<file path="config.mk">
export PLATFORM = sky130hd
export DESIGN_NAME = single_wire_eeprom_slave_core
export DESIGN_NICKNAME = d
export VERILOG_FILES = /design/src/rtl/core/swes_pkg.sv /design/src/rtl/core/swes_ram.sv /design/src/rtl/core/single_wire_eeprom_slave_core.sv
export SDC_FILE = /design/constraint.sdc
export NUM_CORES = 1
export LEC_CHECK = 0
export BUFFER_PORTS_ARGS = -buffer_cell sky130_fd_sc_hd__buf_4
export CAP_MARGIN = 0
export CORE_UTILIZATION = 33
export CTS_BUF_LIST = sky130_fd_sc_hd__clkbuf_8 sky130_fd_sc_hd__clkbuf_16
export DETAILED_ROUTE_END_ITERATION = 12
export PLACE_DENSITY = 0.43
export SYNTH_ARGS = -nofsm -noshare
export SYNTH_HDL_FRONTEND = slang
export SYNTH_SLANG_ARGS = --single-unit
</file>
<file path="constraint.sdc">
create_clock -name clock -period 6.3 [get_ports clock]
set_input_delay 1.26 -clock clock [delete_from_list [all_inputs] [get_ports clock]]
set_output_delay 1.26 -clock clock [all_outputs]
set_load 0.01 [all_outputs]
</file>
<file path="src/rtl/core/swes_pkg.sv">
// Package: shared constants, types and helpers for the single-wire EEPROM slave.
`timescale 1ns / 1ps
`default_nettype none

package swes_pkg;

   localparam int MEM_BYTES = 128;
   localparam int ID_BYTES  = 3;
   localparam int MEM_AW    = $clog2(MEM_BYTES);

   localparam int DUR_W  = 16;
   localparam int FUNC_W = 3;
   localparam int LA_W   = 7;
   localparam int BYTE_W = 8;
   localparam int PTR_W  = 8;
   localparam int BP_W   = 4;
   localparam int ST_W   = 3;
   localparam int CSR_IW = 3;
   localparam int CSR_DW = 24;
   localparam int DEV_W  = 3;
   localparam int ID_W   = 24;

   // request function codes
   localparam logic [FUNC_W-1:0] FUNC_ROSE    = 3'd0;
   localparam logic [FUNC_W-1:0] FUNC_FELL    = 3'd1;
   localparam logic [FUNC_W-1:0] FUNC_TIMEOUT = 3'd2;
   localparam logic [FUNC_W-1:0] FUNC_ENRESET = 3'd3;
   localparam logic [FUNC_W-1:0] FUNC_PRELOAD = 3'd4;

   // configuration register indexes
   localparam logic [CSR_IW-1:0] CSR_RESET_LOW  = 3'd0;
   localparam logic [CSR_IW-1:0] CSR_ONE_BIT    = 3'd1;
   localparam logic [CSR_IW-1:0] CSR_DISC_HIGH  = 3'd2;
   localparam logic [CSR_IW-1:0] CSR_DEV_SELECT = 3'd3;
   localparam logic [CSR_IW-1:0] CSR_MFG_ID     = 3'd4;

   localparam logic [DUR_W-1:0] RESET_LOW_DEFAULT = 16'd100;
   localparam logic [DUR_W-1:0] ONE_BIT_DEFAULT   = 16'd5;
   localparam logic [DUR_W-1:0] DISC_HIGH_DEFAULT = 16'd10;

   // command byte opcodes (upper nibble)
   localparam logic [3:0] OPC_MEMORY = 4'hA;
   localparam logic [3:0] OPC_IDENT  = 4'hC;

   typedef struct packed {
      logic [PTR_W-1:0] ptr;
      logic [BP_W-1:0]  bp;
      logic             zero;
      logic             ack;
   } adv_type;

   // pointer rolled back to zero once it is past the region
   function automatic logic [PTR_W-1:0] wrap_ptr(input logic is_id, input logic [PTR_W-1:0] p);
      logic [PTR_W:0] size;
      size = is_id ? (PTR_W+1)'(ID_BYTES) : (PTR_W+1)'(MEM_BYTES);
      return ({1'b0, p} >= size) ? '0 : p;
   endfunction

   // one transmit slot: pick the bit, flag a low drive or an expected host ack
   function automatic adv_type advance(input logic is_id, input logic [PTR_W-1:0] p,
                                       input logic [BP_W-1:0] bp, input logic [BYTE_W-1:0] mb,
                                       input logic [ID_W-1:0] id);
      adv_type          r;
      logic [BYTE_W-1:0] b;
      r.ptr  = wrap_ptr(is_id, p);
      r.zero = 1'b0;
      r.ack  = 1'b0;
      if (is_id) begin
         case (r.ptr[1:0])
            2'd0:    b = id[23:16];
            2'd1:    b = id[15:8];
            default: b = id[7:0];
         endcase
      end else begin
         b = mb;
      end
      if (!bp[3]) begin
         r.zero = !b[~bp[2:0]];
      end else if (bp == 4'd9) begin
         r.ack = 1'b1;
      end
      r.bp = bp + 4'd1;
      return r;
   endfunction

endpackage

`default_nettype wire

</file>
<file path="src/rtl/core/swes_ram.sv">
// Generic RAM: one write port, two registered read ports, write-first on collision.
`timescale 1ns / 1ps
`default_nettype none

module swes_ram #(
   parameter int WIDTH = 8,
   parameter int DEPTH = 128
) (
   input  wire                      clock,
   input  wire                      we,
   input  wire  [$clog2(DEPTH)-1:0] waddr,
   input  wire  [WIDTH-1:0]         wdata,
   input  wire  [$clog2(DEPTH)-1:0] raddr_a,
   input  wire  [$clog2(DEPTH)-1:0] raddr_b,
   output logic [WIDTH-1:0]         rdata_a,
   output logic [WIDTH-1:0]         rdata_b
);

   logic [WIDTH-1:0] mem_ff [DEPTH];
   logic [WIDTH-1:0] rdata_a_ff;
   logic [WIDTH-1:0] rdata_b_ff;

   always_ff @(posedge clock) begin
      if (we) begin
         mem_ff[waddr] <= wdata;
      end
      rdata_a_ff <= (we && waddr == raddr_a) ? wdata : mem_ff[raddr_a];
      rdata_b_ff <= (we && waddr == raddr_b) ? wdata : mem_ff[raddr_b];
   end

   assign rdata_a = rdata_a_ff;
   assign rdata_b = rdata_b_ff;

endmodule

`default_nettype wire

</file>
<file path="src/rtl/core/single_wire_eeprom_slave_core.sv">
// Top level: single-wire EEPROM bus slave, read side, one line event per cycle while req_ready is high.
//
//   channel  direction  handshake             payload
//   req      in         req_valid/req_ready   func, duration, load_address, load_data
//   rsp      out        rsp_valid/rsp_ready   drive_low, bus_state, address_pointer
//   csr      in         csr_write             csr_index, csr_wdata
//
// One request per cycle while req_ready is high; results are registered. The
// byte store is a two-read-port RAM; the byte at the pointer and the one after
// it are read at the edge that settles the pointer, so an ack slot never waits.
// Reset is synchronous; the byte store is not cleared.
// A two-entry output buffer keeps req_ready high while one result is stalled.
`timescale 1ns / 1ps
`default_nettype none

module single_wire_eeprom_slave_core (
   input  wire                               clock,
   input  wire                               reset,
   input  wire                               req_valid,
   output logic                              req_ready,
   input  wire  [swes_pkg::FUNC_W-1:0]       req_func,
   input  wire  [swes_pkg::DUR_W-1:0]        req_duration,
   input  wire  [swes_pkg::LA_W-1:0]         req_load_address,
   input  wire  [swes_pkg::BYTE_W-1:0]       req_load_data,
   output logic                              rsp_valid,
   input  wire                               rsp_ready,
   output logic                              rsp_drive_low,
   output logic [swes_pkg::ST_W-1:0]         rsp_bus_state,
   output logic [swes_pkg::PTR_W-1:0]        rsp_address_pointer,
   input  wire                               csr_write,
   input  wire  [swes_pkg::CSR_IW-1:0]       csr_index,
   input  wire  [swes_pkg::CSR_DW-1:0]       csr_wdata
);

   typedef enum logic [swes_pkg::ST_W-1:0] {
      PH_RESET = 3'd0,
      PH_CMD   = 3'd1,
      PH_ADDR  = 3'd2,
      PH_DATA  = 3'd3,
      PH_TX    = 3'd4,
      PH_IDLE  = 3'd5
   } phase_type;

   typedef struct packed {
      logic                         drive;
      logic [swes_pkg::ST_W-1:0]    st;
      logic [swes_pkg::PTR_W-1:0]   ptr;
   } result_type;

   // configuration
   logic [swes_pkg::DUR_W-1:0]  reset_low_ff;
   logic [swes_pkg::DUR_W-1:0]  one_bit_ff;
   logic [swes_pkg::DUR_W-1:0]  disc_high_ff;
   logic [swes_pkg::DEV_W-1:0]  dev_select_ff;
   logic [swes_pkg::ID_W-1:0]   mfg_id_ff;

   // bus state
   phase_type                   phase_ff, phase_in;
   logic [3:0]                  bits_ff, bits_in;
   logic [7:0]                  shift_ff, shift_in;
   logic                        zero_ff, zero_in;
   logic                        ack_ff, ack_in;
   logic                        skip_ff, skip_in;
   logic                        is_id_ff, is_id_in;
   logic [swes_pkg::PTR_W-1:0]  ptr_ff, ptr_in;
   logic [swes_pkg::BP_W-1:0]   bp_ff, bp_in;

   // output buffer
   logic                        out_valid_ff;
   result_type                  out_ff;
   logic                        skid_valid_ff;
   result_type                  skid_ff;

   logic                        accept;
   logic                        drive;
   result_type                  res;
   logic                        rx_bit;
   logic [7:0]                  rx_shift;
   logic [3:0]                  rx_count;
   logic [swes_pkg::BYTE_W-1:0] mem_a;
   logic [swes_pkg::BYTE_W-1:0] mem_b;
   logic [swes_pkg::PTR_W-1:0]  ptr_next1;
   swes_pkg::adv_type           adv_a;
   swes_pkg::adv_type           adv_b;
   logic                        ram_we;
   logic [swes_pkg::MEM_AW-1:0] ram_waddr;
   logic [swes_pkg::MEM_AW-1:0] ram_raddr_a;
   logic [swes_pkg::MEM_AW-1:0] ram_raddr_b;

   assign req_ready = !skid_valid_ff;
   assign accept    = req_valid && req_ready;

   assign rx_bit    = req_duration < one_bit_ff;
   assign rx_shift  = {shift_ff[6:0], rx_bit};
   assign rx_count  = bits_ff + 4'd1;
   assign ptr_next1 = ptr_ff + swes_pkg::PTR_W'(1);

   // mem_a holds the byte at the wrapped pointer, mem_b the byte after it
   assign adv_a = swes_pkg::advance(is_id_ff, ptr_ff, bp_ff, mem_a, mfg_id_ff);
   assign adv_b = swes_pkg::advance(is_id_ff, ptr_next1, '0, mem_b, mfg_id_ff);

   always_comb begin
      phase_in = phase_ff;
      bits_in  = bits_ff;
      shift_in = shift_ff;
      zero_in  = zero_ff;
      ack_in   = ack_ff;
      skip_in  = skip_ff;
      is_id_in = is_id_ff;
      ptr_in   = ptr_ff;
      bp_in    = bp_ff;
      drive    = 1'b0;
      ram_we   = 1'b0;
      if (accept) begin
         case (req_func)
            swes_pkg::FUNC_ROSE: begin
               if (skip_ff) begin
                  skip_in = 1'b0;
               end else if (req_duration > reset_low_ff) begin
                  phase_in = PH_RESET;
                  bits_in  = '0;
                  shift_in = '0;
                  zero_in  = 1'b1;
                  ptr_in   = '0;
                  bp_in    = '0;
               end else if (phase_ff == PH_TX) begin
                  if (ack_ff) begin
                     ack_in = 1'b0;
                     if (!rx_bit) begin
                        ptr_in  = adv_b.ptr;
                        bp_in   = adv_b.bp;
                        zero_in = zero_ff | adv_b.zero;
                        ack_in  = adv_b.ack;
                     end else begin
                        phase_in = PH_CMD;
                     end
                  end
               end else if (rx_count[3]) begin
                  bits_in  = '0;
                  shift_in = '0;
                  if (phase_ff == PH_CMD) begin
                     if (rx_shift[3:1] == dev_select_ff) begin
                        if (rx_shift[7:4] == swes_pkg::OPC_IDENT) begin
                           if (rx_shift[0]) begin
                              is_id_in = 1'b1;
                              bp_in    = '0;
                              ptr_in   = '0;
                              phase_in = PH_TX;
                              zero_in  = 1'b1;
                           end
                        end else if (rx_shift[7:4] == swes_pkg::OPC_MEMORY) begin
                           phase_in = rx_shift[0] ? PH_TX : PH_ADDR;
                           is_id_in = 1'b0;
                           bp_in    = '0;
                           zero_in  = 1'b1;
                        end else begin
                           phase_in = PH_IDLE;
                        end
                     end
                  end else if (phase_ff == PH_ADDR) begin
                     ptr_in   = rx_shift;
                     bp_in    = '0;
                     phase_in = PH_CMD;
                     zero_in  = 1'b1;
                  end
               end else begin
                  bits_in  = rx_count;
                  shift_in = rx_shift;
               end
            end
            swes_pkg::FUNC_FELL: begin
               if (zero_ff) begin
                  drive   = 1'b1;
                  zero_in = 1'b0;
                  skip_in = 1'b1;
               end
               if (phase_ff == PH_TX) begin
                  ptr_in  = adv_a.ptr;
                  bp_in   = adv_a.bp;
                  zero_in = adv_a.zero;
                  ack_in  = ack_ff | adv_a.ack;
               end else if (phase_ff == PH_RESET && req_duration >= disc_high_ff) begin
                  phase_in = PH_CMD;
                  bits_in  = '0;
                  shift_in = '0;
               end
            end
            swes_pkg::FUNC_TIMEOUT: begin
               if (phase_ff == PH_TX || phase_ff == PH_ADDR || phase_ff == PH_DATA) begin
                  phase_in = PH_CMD;
                  bits_in  = '0;
                  shift_in = '0;
               end
            end
            swes_pkg::FUNC_ENRESET: begin
               phase_in = PH_IDLE;
               bits_in  = '0;
               shift_in = '0;
               zero_in  = 1'b0;
               ptr_in   = '0;
               bp_in    = '0;
            end
            swes_pkg::FUNC_PRELOAD: begin
               ram_we = {1'b0, req_load_address} < (swes_pkg::LA_W+1)'(swes_pkg::MEM_BYTES);
            end
            default: begin
            end
         endcase
      end
   end

   assign res.drive = drive;
   assign res.st    = phase_in;
   assign res.ptr   = ptr_in;

   // fetch for the state that this edge settles
   assign ram_waddr   = swes_pkg::MEM_AW'(req_load_address);
   assign ram_raddr_a = swes_pkg::MEM_AW'(swes_pkg::wrap_ptr(is_id_in, ptr_in));
   assign ram_raddr_b = swes_pkg::MEM_AW'(swes_pkg::wrap_ptr(is_id_in,
                                            ptr_in + swes_pkg::PTR_W'(1)));

   swes_ram #(
      .WIDTH (swes_pkg::BYTE_W),
      .DEPTH (swes_pkg::MEM_BYTES)
   ) u_mem (
      .clock   (clock),
      .we      (ram_we),
      .waddr   (ram_waddr),
      .wdata   (req_load_data),
      .raddr_a (ram_raddr_a),
      .raddr_b (ram_raddr_b),
      .rdata_a (mem_a),
      .rdata_b (mem_b)
   );

   always_ff @(posedge clock) begin
      if (reset) begin
         reset_low_ff  <= swes_pkg::RESET_LOW_DEFAULT;
         one_bit_ff    <= swes_pkg::ONE_BIT_DEFAULT;
         disc_high_ff  <= swes_pkg::DISC_HIGH_DEFAULT;
         dev_select_ff <= '0;
         mfg_id_ff     <= '0;
         phase_ff      <= PH_IDLE;
         bits_ff       <= '0;
         shift_ff      <= '0;
         zero_ff       <= 1'b0;
         ack_ff        <= 1'b0;
         skip_ff       <= 1'b0;
         is_id_ff      <= 1'b0;
         ptr_ff        <= '0;
         bp_ff         <= '0;
         out_valid_ff  <= 1'b0;
         skid_valid_ff <= 1'b0;
      end else begin
         if (csr_write) begin
            case (csr_index)
               swes_pkg::CSR_RESET_LOW:  reset_low_ff  <= csr_wdata[swes_pkg::DUR_W-1:0];
               swes_pkg::CSR_ONE_BIT:    one_bit_ff    <= csr_wdata[swes_pkg::DUR_W-1:0];
               swes_pkg::CSR_DISC_HIGH:  disc_high_ff  <= csr_wdata[swes_pkg::DUR_W-1:0];
               swes_pkg::CSR_DEV_SELECT: dev_select_ff <= csr_wdata[swes_pkg::DEV_W-1:0];
               swes_pkg::CSR_MFG_ID:     mfg_id_ff     <= csr_wdata[swes_pkg::ID_W-1:0];
               default: begin
               end
            endcase
         end
         phase_ff <= phase_in;
         bits_ff  <= bits_in;
         shift_ff <= shift_in;
         zero_ff  <= zero_in;
         ack_ff   <= ack_in;
         skip_ff  <= skip_in;
         is_id_ff <= is_id_in;
         ptr_ff   <= ptr_in;
         bp_ff    <= bp_in;
         if (!out_valid_ff || rsp_ready) begin
            out_valid_ff  <= skid_valid_ff || accept;
            skid_valid_ff <= 1'b0;
         end else if (accept) begin
            skid_valid_ff <= 1'b1;
         end
      end
      if (!out_valid_ff || rsp_ready) begin
         out_ff <= skid_valid_ff ? skid_ff : res;
      end else if (accept) begin
         skid_ff <= res;
      end
   end

   assign rsp_valid           = out_valid_ff;
   assign rsp_drive_low       = out_ff.drive;
   assign rsp_bus_state       = out_ff.st;
   assign rsp_address_pointer = out_ff.ptr;

`ifndef SYNTHESIS
   a_drive_on_fall_only: assert property (@(posedge clock) disable iff (reset)
      (accept && req_func != swes_pkg::FUNC_FELL) |-> !drive)
      else $error("line driven low on an event other than a falling edge");

   a_drive_sets_skip: assert property (@(posedge clock) disable iff (reset)
      (accept && drive) |=> skip_ff)
      else $error("own rising edge not marked for skipping after a drive");

   a_skid_implies_out: assert property (@(posedge clock) disable iff (reset)
      skid_valid_ff |-> out_valid_ff)
      else $error("skid entry held while output register is empty");

   a_no_data_phase: assert property (@(posedge clock) disable iff (reset)
      phase_ff != PH_DATA)
      else $error("data phase entered");

   a_result_follows_accept: assert property (@(posedge clock) disable iff (reset)
      (accept && !out_valid_ff) |=> out_valid_ff)
      else $error("accepted request produced no result");
`endif

endmodule

`default_nettype wire
</file>
**After elaboration in Yosys (flattened, before gate mapping)**

Memory sizes are Yosys's and may differ from the RTL's. A register that Yosys moved wholly into a read port is not among the register bits.
Cells that the tools add are included.

- Register bits after elaboration: 131
- Bits in writable memories: 1,024
- Input bits: 66
- Memories: 1

- Add/subtract/negate cells: 4
- $lt $le $gt $ge: 8
- Eq/ne operators: 34
- Mux-type cells: 117
- Bitwise logic cells: 4
- Reductions and logical operators: 30

Memories:

| name | depth | bits a word | rd ports | clocked after Yosys merged registers in | wr ports | line | text |
|---|---|---|---|---|---|---|---|
| u_mem.mem_ff | 128 | 8 | 2 | 2 | 1 | swes_ram.sv:19 | `logic [WIDTH-1:0] mem_ff [DEPTH];` |

Operators by type and width:

| cell | count |
|---|---|
| $mux 8 | 19 |
| $mux 4 | 19 |
| $mux 7 | 9 |
| $mux 3 | 18 |
| $mux 1 | 40 |
| $pmux 8 s2 | 2 |
| $pmux 7 s4 | 1 |
| $ge 8x8->1 | 3 |
| $pmux 8 s3 | 1 |
| $eq 3x2->1 const B | 6 |
| $add 8x1->8 const B | 2 |
| $ge 16x16->1 | 1 |
| $gt 16x16->1 | 1 |
| $lt 16x16->1 | 1 |
| $ne 2x2->1 const B | 8 |
| $pmux 4 s4 | 1 |
| $eq 4x4->1 const B | 3 |
| $mux 12 | 1 |
| $ne 4x4->1 const B | 3 |
| $ne 6x6->1 const B | 2 |
| $pmux 3 s4 | 1 |
| $pmux 4 s3 | 1 |
| $reduce_and 2->1 | 6 |
| $reduce_and 11->1 | 1 |
| 28 further kinds | 47 |

**Depth between registers and ports, before layout**

Gate-level depths: netlist of the first run.

- Depth in word-level cells: 14
- Gate-level depth with buffers: 21

**Hierarchy**

From an unflattened synthesis of the first run, not the netlist that was laid out.

- Cell total of the unflattened synthesis: 3,020
- Area total of the unflattened synthesis: 55,612.1 µm²

Modules (own cells, without submodules):

| module | instances | cells an instance | area each (µm²) | sequential area each (µm²) |
|---|---|---|---|---|
| swes_ram | 1 | 2,061 | 47,767.1 | 31,029.8 |
| single_wire_eeprom_slave_core | 1 | 959 | 7,845.0 | 2,842.7 |

**Worst setup path after synthesis of the first run**

Ideal clock, no wire load.

- Path kind: input-to-reg
- Start: input req_duration[15] (netlist name)
- End: register (tool-made name)
- Library setup time: 86 ps
- Arrival time: 5,143 ps
- Path slack: 1,072 ps
- Stages: 16
- Path buffers: 1
- Cell sequence: ha_1 -> nand4_1 -> or4_1 -> o32a_1 -> a21oi_1 -> o221ai_1 -> o31ai_1 -> and2_1 -> clkbuf_1 -> inv_1 -> ha_1 -> ha_1 -> a211oi_1 -> nand3b_1 -> o221a_1 -> a211oi_1

RTL lines:

| what | line | text |
|---|---|---|
| start: declaration | single_wire_eeprom_slave_core.sv:22 | `input wire [swes_pkg::DUR_W-1:0] req_duration,` |

==> flow_summary.toml, run 1 <==
[logic_synthesis]
syn_area_per_cell_um2 = 17.1
ys_ff_latch = 1168
synth_cell_type_count = 84
synth_edf_count = 1048
ys.flop_type = "edfxtp_1"
synth_nets = 3005
yosysWarnings = 0
async_flop_share_pct = 0
mappedNetlistArea_mm2 = 0.0490
yosysSeqAreaShare_pct = 69.1
syn_inst = 2875

[clock_network]
cts_tree = "done"
cts.sinks = 1168
htree_num_levels = 4
insertion_delay_ns = 0.76
cts_hold_buf = 0
path_clk_slew_ns = 0.06
cts_buffer_depth = 3
cts_root_buf = "clkbuf_16"
numCtsBuffers = 138
cts_resized = 0
post-cts-setup-buffers = 0

[critical_path]
required_ns = 6.96
cp-end-kind = "flop"
critPathMaxFanout = 11
rr_startpoint = "ptr_ff[4]"
worst_r2r_path_depth = 18
arrival_ns = 5.82
start_kind = "flop"
critical_path_class = "flop to flop"
reg2reg_slack_ns = 1.14

[timing]
min_period_ns = 5.16
rsz0062_at_grt = "no"
fmax_mhz = 194
slew_violations = 0
timing_hold_violations_final = 0
fin_tns_setup_ns = 0
final-setup-viol-count = 0
finClkSkew_ns = 0.0195
slew_headroom_pct = 13.8
tightest_slew_ns = 1.29
timing.final.crit_share_pct = 81.9

[hold_path]
hold_path.class = "flop to flop"
holdPathEnd = "reset_low_ff[7]"
hold_path_depth = 2
hold_start = "reset_low_ff[7]"

[layout]
final_cell_mix = "1048 x edfxtp_1, 324 x mux4_2, 227 x nand2_1"
multiInputGateArea_mm2 = 0.0142
nets = 3133
area_delta_synth_final_pct = 15.0
antennaDiodeCount = 0
final_common_cell = "edfxtp_1"
regArea_mm2 = 0.0339
drive_above_1_share_pct = 22.8
nFillCells = 13500

[floorplan]
rows = 141
core_mm2 = 0.148
io_pins = 80
start_util_pct = 33.2
dieArea_mm2 = 0.150
die_w_um = 387
die_h_um = 387

[global_route]
grt_pass1_vias = 28000
grt_max_degree = 97
antenna_found_initial = 3
grt_pass1_wl_um = 208000
globalRouteOverflowTotal = 0
grt_usage_pct = 19.4

[place]
dp_hpwl_um = 93500
gp_congestion = 0.846
port_buffers = 79

[detailed_routing]
routed_via_density = 5.39
drt_iter0_markers = 2463
wl_um = 145000
vias = 27100
drc = 0
wire_per_inst_um = 28.9
detail_route.first_pass.iterations = 6
ant_nets = 0

[pwr]
clkPwrFrac_pct = 46.6
power.internal_mw = 13.1
combinationalPowerShare_pct = 2.4
leakage_nw = 17.5
power.density_mw_per_mm2 = 295
power.switching_mw = 3.51
ir_drop_mv = 0.273
fin_total_pwr_mw = 16.6
seqPwrFrac_pct = 51.0
p_sw_share_pct = 21.1

[job]
cap_violations = 0

[status]
status = "completed"
==> worst max-delay path, cell delays in order (launching register included) <==
cell and delay (ns):
dfxtp_1 0.65, and3_1 0.28, and3_1 0.20, and3_1 0.18, xor2_1 0.22, ha_1 0.33
o21ai_0 0.64, a221o_1 0.29, a32oi_2 0.16, buf_4 0.19, a2111oi_4 0.45, nand2_1 0.10
nor2_1 0.14, xor2_1 0.09, ha_1 0.21, a211oi_1 0.31, inv_1 0.09, o221a_1 0.28
a211oi_1 0.24
==> layout make-up <==
cell class / count / area share (%)
Clock inverter: 100 / 1.30
Inverter: 75 / 0.499
Timing Repair Buffer: 152 / 2.20
Tap cell: 1930 / 4.28
Clock buffer: 146 / 6.44
Multi-Input combinational cell: 1468 / 25.2
Sequential cell: 1168 / 60.1
==> routing by layer <==
| layer | wire length, um | up-vias | global-route usage, % |
|---|---|---|---|
| met5 | 26 | - | 0 |
| met1 | 63900 | 14300 | 26.4 |
| met3 | 7950 | 189 | 3.98 |
| met4 | 3590 | 4 | 5.43 |
| met2 | 69900 | 835 | 31.3 |
| li1 | - | 11800 | - |
==> sequential cells by signal (all words and copies together), names as in the netlist, 3 cells and up, named ones only <==
name / flops
dev_select_ff: 3
disc_high_ff: 16
skid_ff: 12
mfg_id_ff: 24
rsp_bus_state: 3
shift_ff: 7
rsp_address_pointer: 8
reset_low_ff: 16
one_bit_ff: 16
bits_ff: 3
u_mem.mem_ff: 1024
ptr_ff: 8
phase_ff: 3
bp_ff: 4
==> synthesized netlist by cell type (25+ instances only) <==
master	number	area, um^2
nand2_1	229	860
nor2_1	197	739
mux4_2	324	7300
inv_1	72	270
edfxtp_1	1048	31500
buf_2	30	150
ha_1	64	801
clkbuf_1	112	420
nand2b_1	25	156
a21oi_1	131	656
mux2i_1	37	370
dfxtp_1	120	2400
nor3_1	33	165
nand3_1	53	265
o21ai_0	52	260
==> worst max path at each step <==
stage	startpoint	endpoint	slack, ns	cells past startpoint
floorplan	req_duration[15]	flop	1.07	16
finish	ptr_ff[4]	flop	1.14	18
detailed placement	req_duration[13]	flop	0.51	15
global route	ptr_ff[4]	flop	0.87	18
CTS	ptr_ff[4]	flop	1.20	18
global placement	req_duration[15]	flop	0.48	17
==> stage by stage <==
| step | instances | utilization, % | hold WS [ns] | worst slack (ns) | instance area (um^2) |
|---|---|---|---|---|---|
| after global routing | 5039 | 38.2 | 0.479 | 0.868 | 56400 |
| after floorplan | 2875 | - | 0.436 | 1.07 | 49000 |
| after global placement | 4793 | 35.2 | 0.447 | 0.484 | 52000 |
| after CTS | 5039 | 38.2 | 0.457 | 1.20 | 56400 |
| after detailed placement | 4793 | 35.2 | 0.450 | 0.508 | 52000 |
| final | 5039 | 38.2 | 0.457 | 1.14 | 56400 |
==> power by group through the flow <==
stage	Clock, mW	Sequential (mW)	Combinational (mW)
final	7.74	8.47	0.405
after global routing	8.20	8.47	0.446
after CTS	7.91	8.47	0.414
after detailed placement	0	8.64	0.413
after global placement	0	8.64	0.402
after floorplan	0	8.63	0.153
==> cell families (layout without fill, tap and decap cells) <==
family                     after synthesis  in the layout  synth area share, %
DFF                                   1168           1168                 69.1
and+or+nand+nor                        644            644                 5.95
muxes                                  374            374                 15.9
AOI/OAI and AO/OA                      368            368                 5.11
buffers and inverters                  239            473                 1.95
adders and majority gates               66             66                 1.67
xor gates and xnor gates                16             16                0.286
(Power assumes the default switching activity.)
==> run 2, diff against run 1 <==
- clock period: 6.3 -> 5.3 ns (I/O delays scaled with it)
==> flow_summary.toml, run 2 (synthesized netlist as in run 1, its figures left out) <==
[place]
port_buffers = 79
dp_hpwl_um = 95100
dp.cells = 4833
place_area_mm2 = 0.0523
gp_congestion = 0.836

[critical_path]
rr_startpoint = "ptr_ff[3]"
path_cells = "and3_1 > and3_1 > and3_1 > xor2_1 > ha_1 > a211oi_1 > o2111ai_1 > o21ai_0 > buf_4 > a221o_1 > a32oi_2 > inv_1 > ha_1 > ha_1 > a211oi_1 > inv_1 > o221a_1 > a211oi_1"
critical_path_class = "flop to flop"
crit_start = "ptr_ff[3]"
arrival_ns = 5.51
start_kind = "flop"
cp-end-kind = "flop"
crit_path_top_delay_cell = "dfxtp_1"
max_stage_delay_ns = 0.59
required_ns = 5.96
critPathMaxFanout = 9

[layout]
final_cell_mix = "1048 x edfxtp_1, 324 x mux4_2, 228 x nand2_1"
final_util_pct = 38.3
nets = 3171
final_common_cell = "edfxtp_1"
reg_top3 = "u_mem.mem_ff x1024, mfg_id_ff x24"
largest_register_ffs = 1024
area_delta_synth_final_pct = 15.4
registers.top_by_ff_count = "u_mem.mem_ff"
stdcell_area_mm2 = 0.0566
drive_above_1_share_pct = 23.8
fin_cells = 5071

[clock_network]
cts.sinks = 1168
cts_tree = "done"
cts_root_buf = "clkbuf_16"
cts_resized = 0
cts_hold_buf = 0
cts_buffer_depth = 3
path_clk_slew_ns = 0.06
numCtsBuffers = 136
htree_num_levels = 4
post-cts-setup-buffers = 0
insertion_delay_ns = 0.76

[pwr]
power.switching_mw = 4.11
ir_drop_mv = 0.332
combinationalPowerShare_pct = 2.5
power.density_mw_per_mm2 = 345
seqPwrFrac_pct = 51.5
p_sw_share_pct = 21.0
power.internal_mw = 15.4
leakage_nw = 17.6
clkPwrFrac_pct = 45.9

[floorplan]
rows = 141
die_w_um = 387
io_pins = 80
core_mm2 = 0.148
dieArea_mm2 = 0.150
die_h_um = 387
start_util_pct = 33.2

[timing]
fmax_mhz = 206
whs_ns = 0.459
rsz0062_at_grt = "no"
final-setup-viol-count = 0
finClkSkew_ns = 0.0230
slew_violations = 0
fin_tns_setup_ns = 0
timing.final.crit_share_pct = 91.5
tightest_slew_ns = 1.24
timing_hold_violations_final = 0
min_period_ns = 4.85
slew_headroom_pct = 17.2

[detailed_routing]
detail_route.first_pass.iterations = 7
wire_per_inst_um = 29.0
routed_via_density = 5.41
drt_iter0_markers = 2511
wl_um = 147000
ant_nets = 0
drc = 0
vias = 27500

[global_route]
grt_pass1_vias = 28300
antenna_found_initial = 1
globalRouteOverflowTotal = 0
grt_usage_pct = 19.6
grt_max_degree = 90
grt_pass1_wl_um = 210000

[hold_path]
hold_start = "disc_high_ff[12]"
hold_path.class = "flop to flop"

[status]
status = "completed"

[job]
cap_violations = 0
## run 2: layout make-up
class	count	area [um^2]
multi-input combinational	1468	14200
tap	1930	2410
fill	13400	91100
inverter	75	282
sequential	1168	33900
clock inverter	89	623
antenna	1	2.50
timing repair buffer	192	1550
clock buffer	148	3640
## run 2: path summary, 6_finish.rpt
path                      end  slack [ns]  cells past startpoint
max                      flop        0.45                     18
min          disc_high_ff[12]        0.46                      2
max reg2reg              flop        0.45                     18
min reg2reg  disc_high_ff[12]        0.46                      2
## run 2: stage by stage
| stage | power (mW) | worst slack (ns) |
|---|---|---|
| after global placement | 10.8 | -0.176 |
| after detailed placement | 10.8 | -0.102 |
| after CTS | 19.8 | 0.504 |
| after global routing | 20.1 | 0.212 |
| final | 19.5 | 0.450 |
| after floorplan | 10.4 | 0.272 |
## run 2: per-layer routing
layer | track usage [%] | share of wire (%)
met1 | 26.9 | 45
met2 | 31.6 | 48
met3 | 3.64 | 5.2
met4 | 5.61 | 2.3
met5 | 0 | 0
## run 2: power groups by stage
stage	logic [mW]	clock network (mW)	registers (mW)
after floorplan	0.182	0	10.3
after global placement	0.493	0	10.3
after detailed placement	0.506	0	10.3
after CTS	0.507	9.20	10.1
after global routing	0.545	9.52	10.1
final	0.498	8.98	10.1
## run 2: worst max-delay path: cells and delay by family (launching register included)
kind / cells / cell delay, ns
DFF: 1 / 0.59
and+or+nand+nor: 3 / 0.66
adders and majority gates: 3 / 0.95
xor gates and xnor gates: 1 / 0.26
buffers and inverters: 3 / 0.40
AOI/OAI and AO/OA: 8 / 1.89
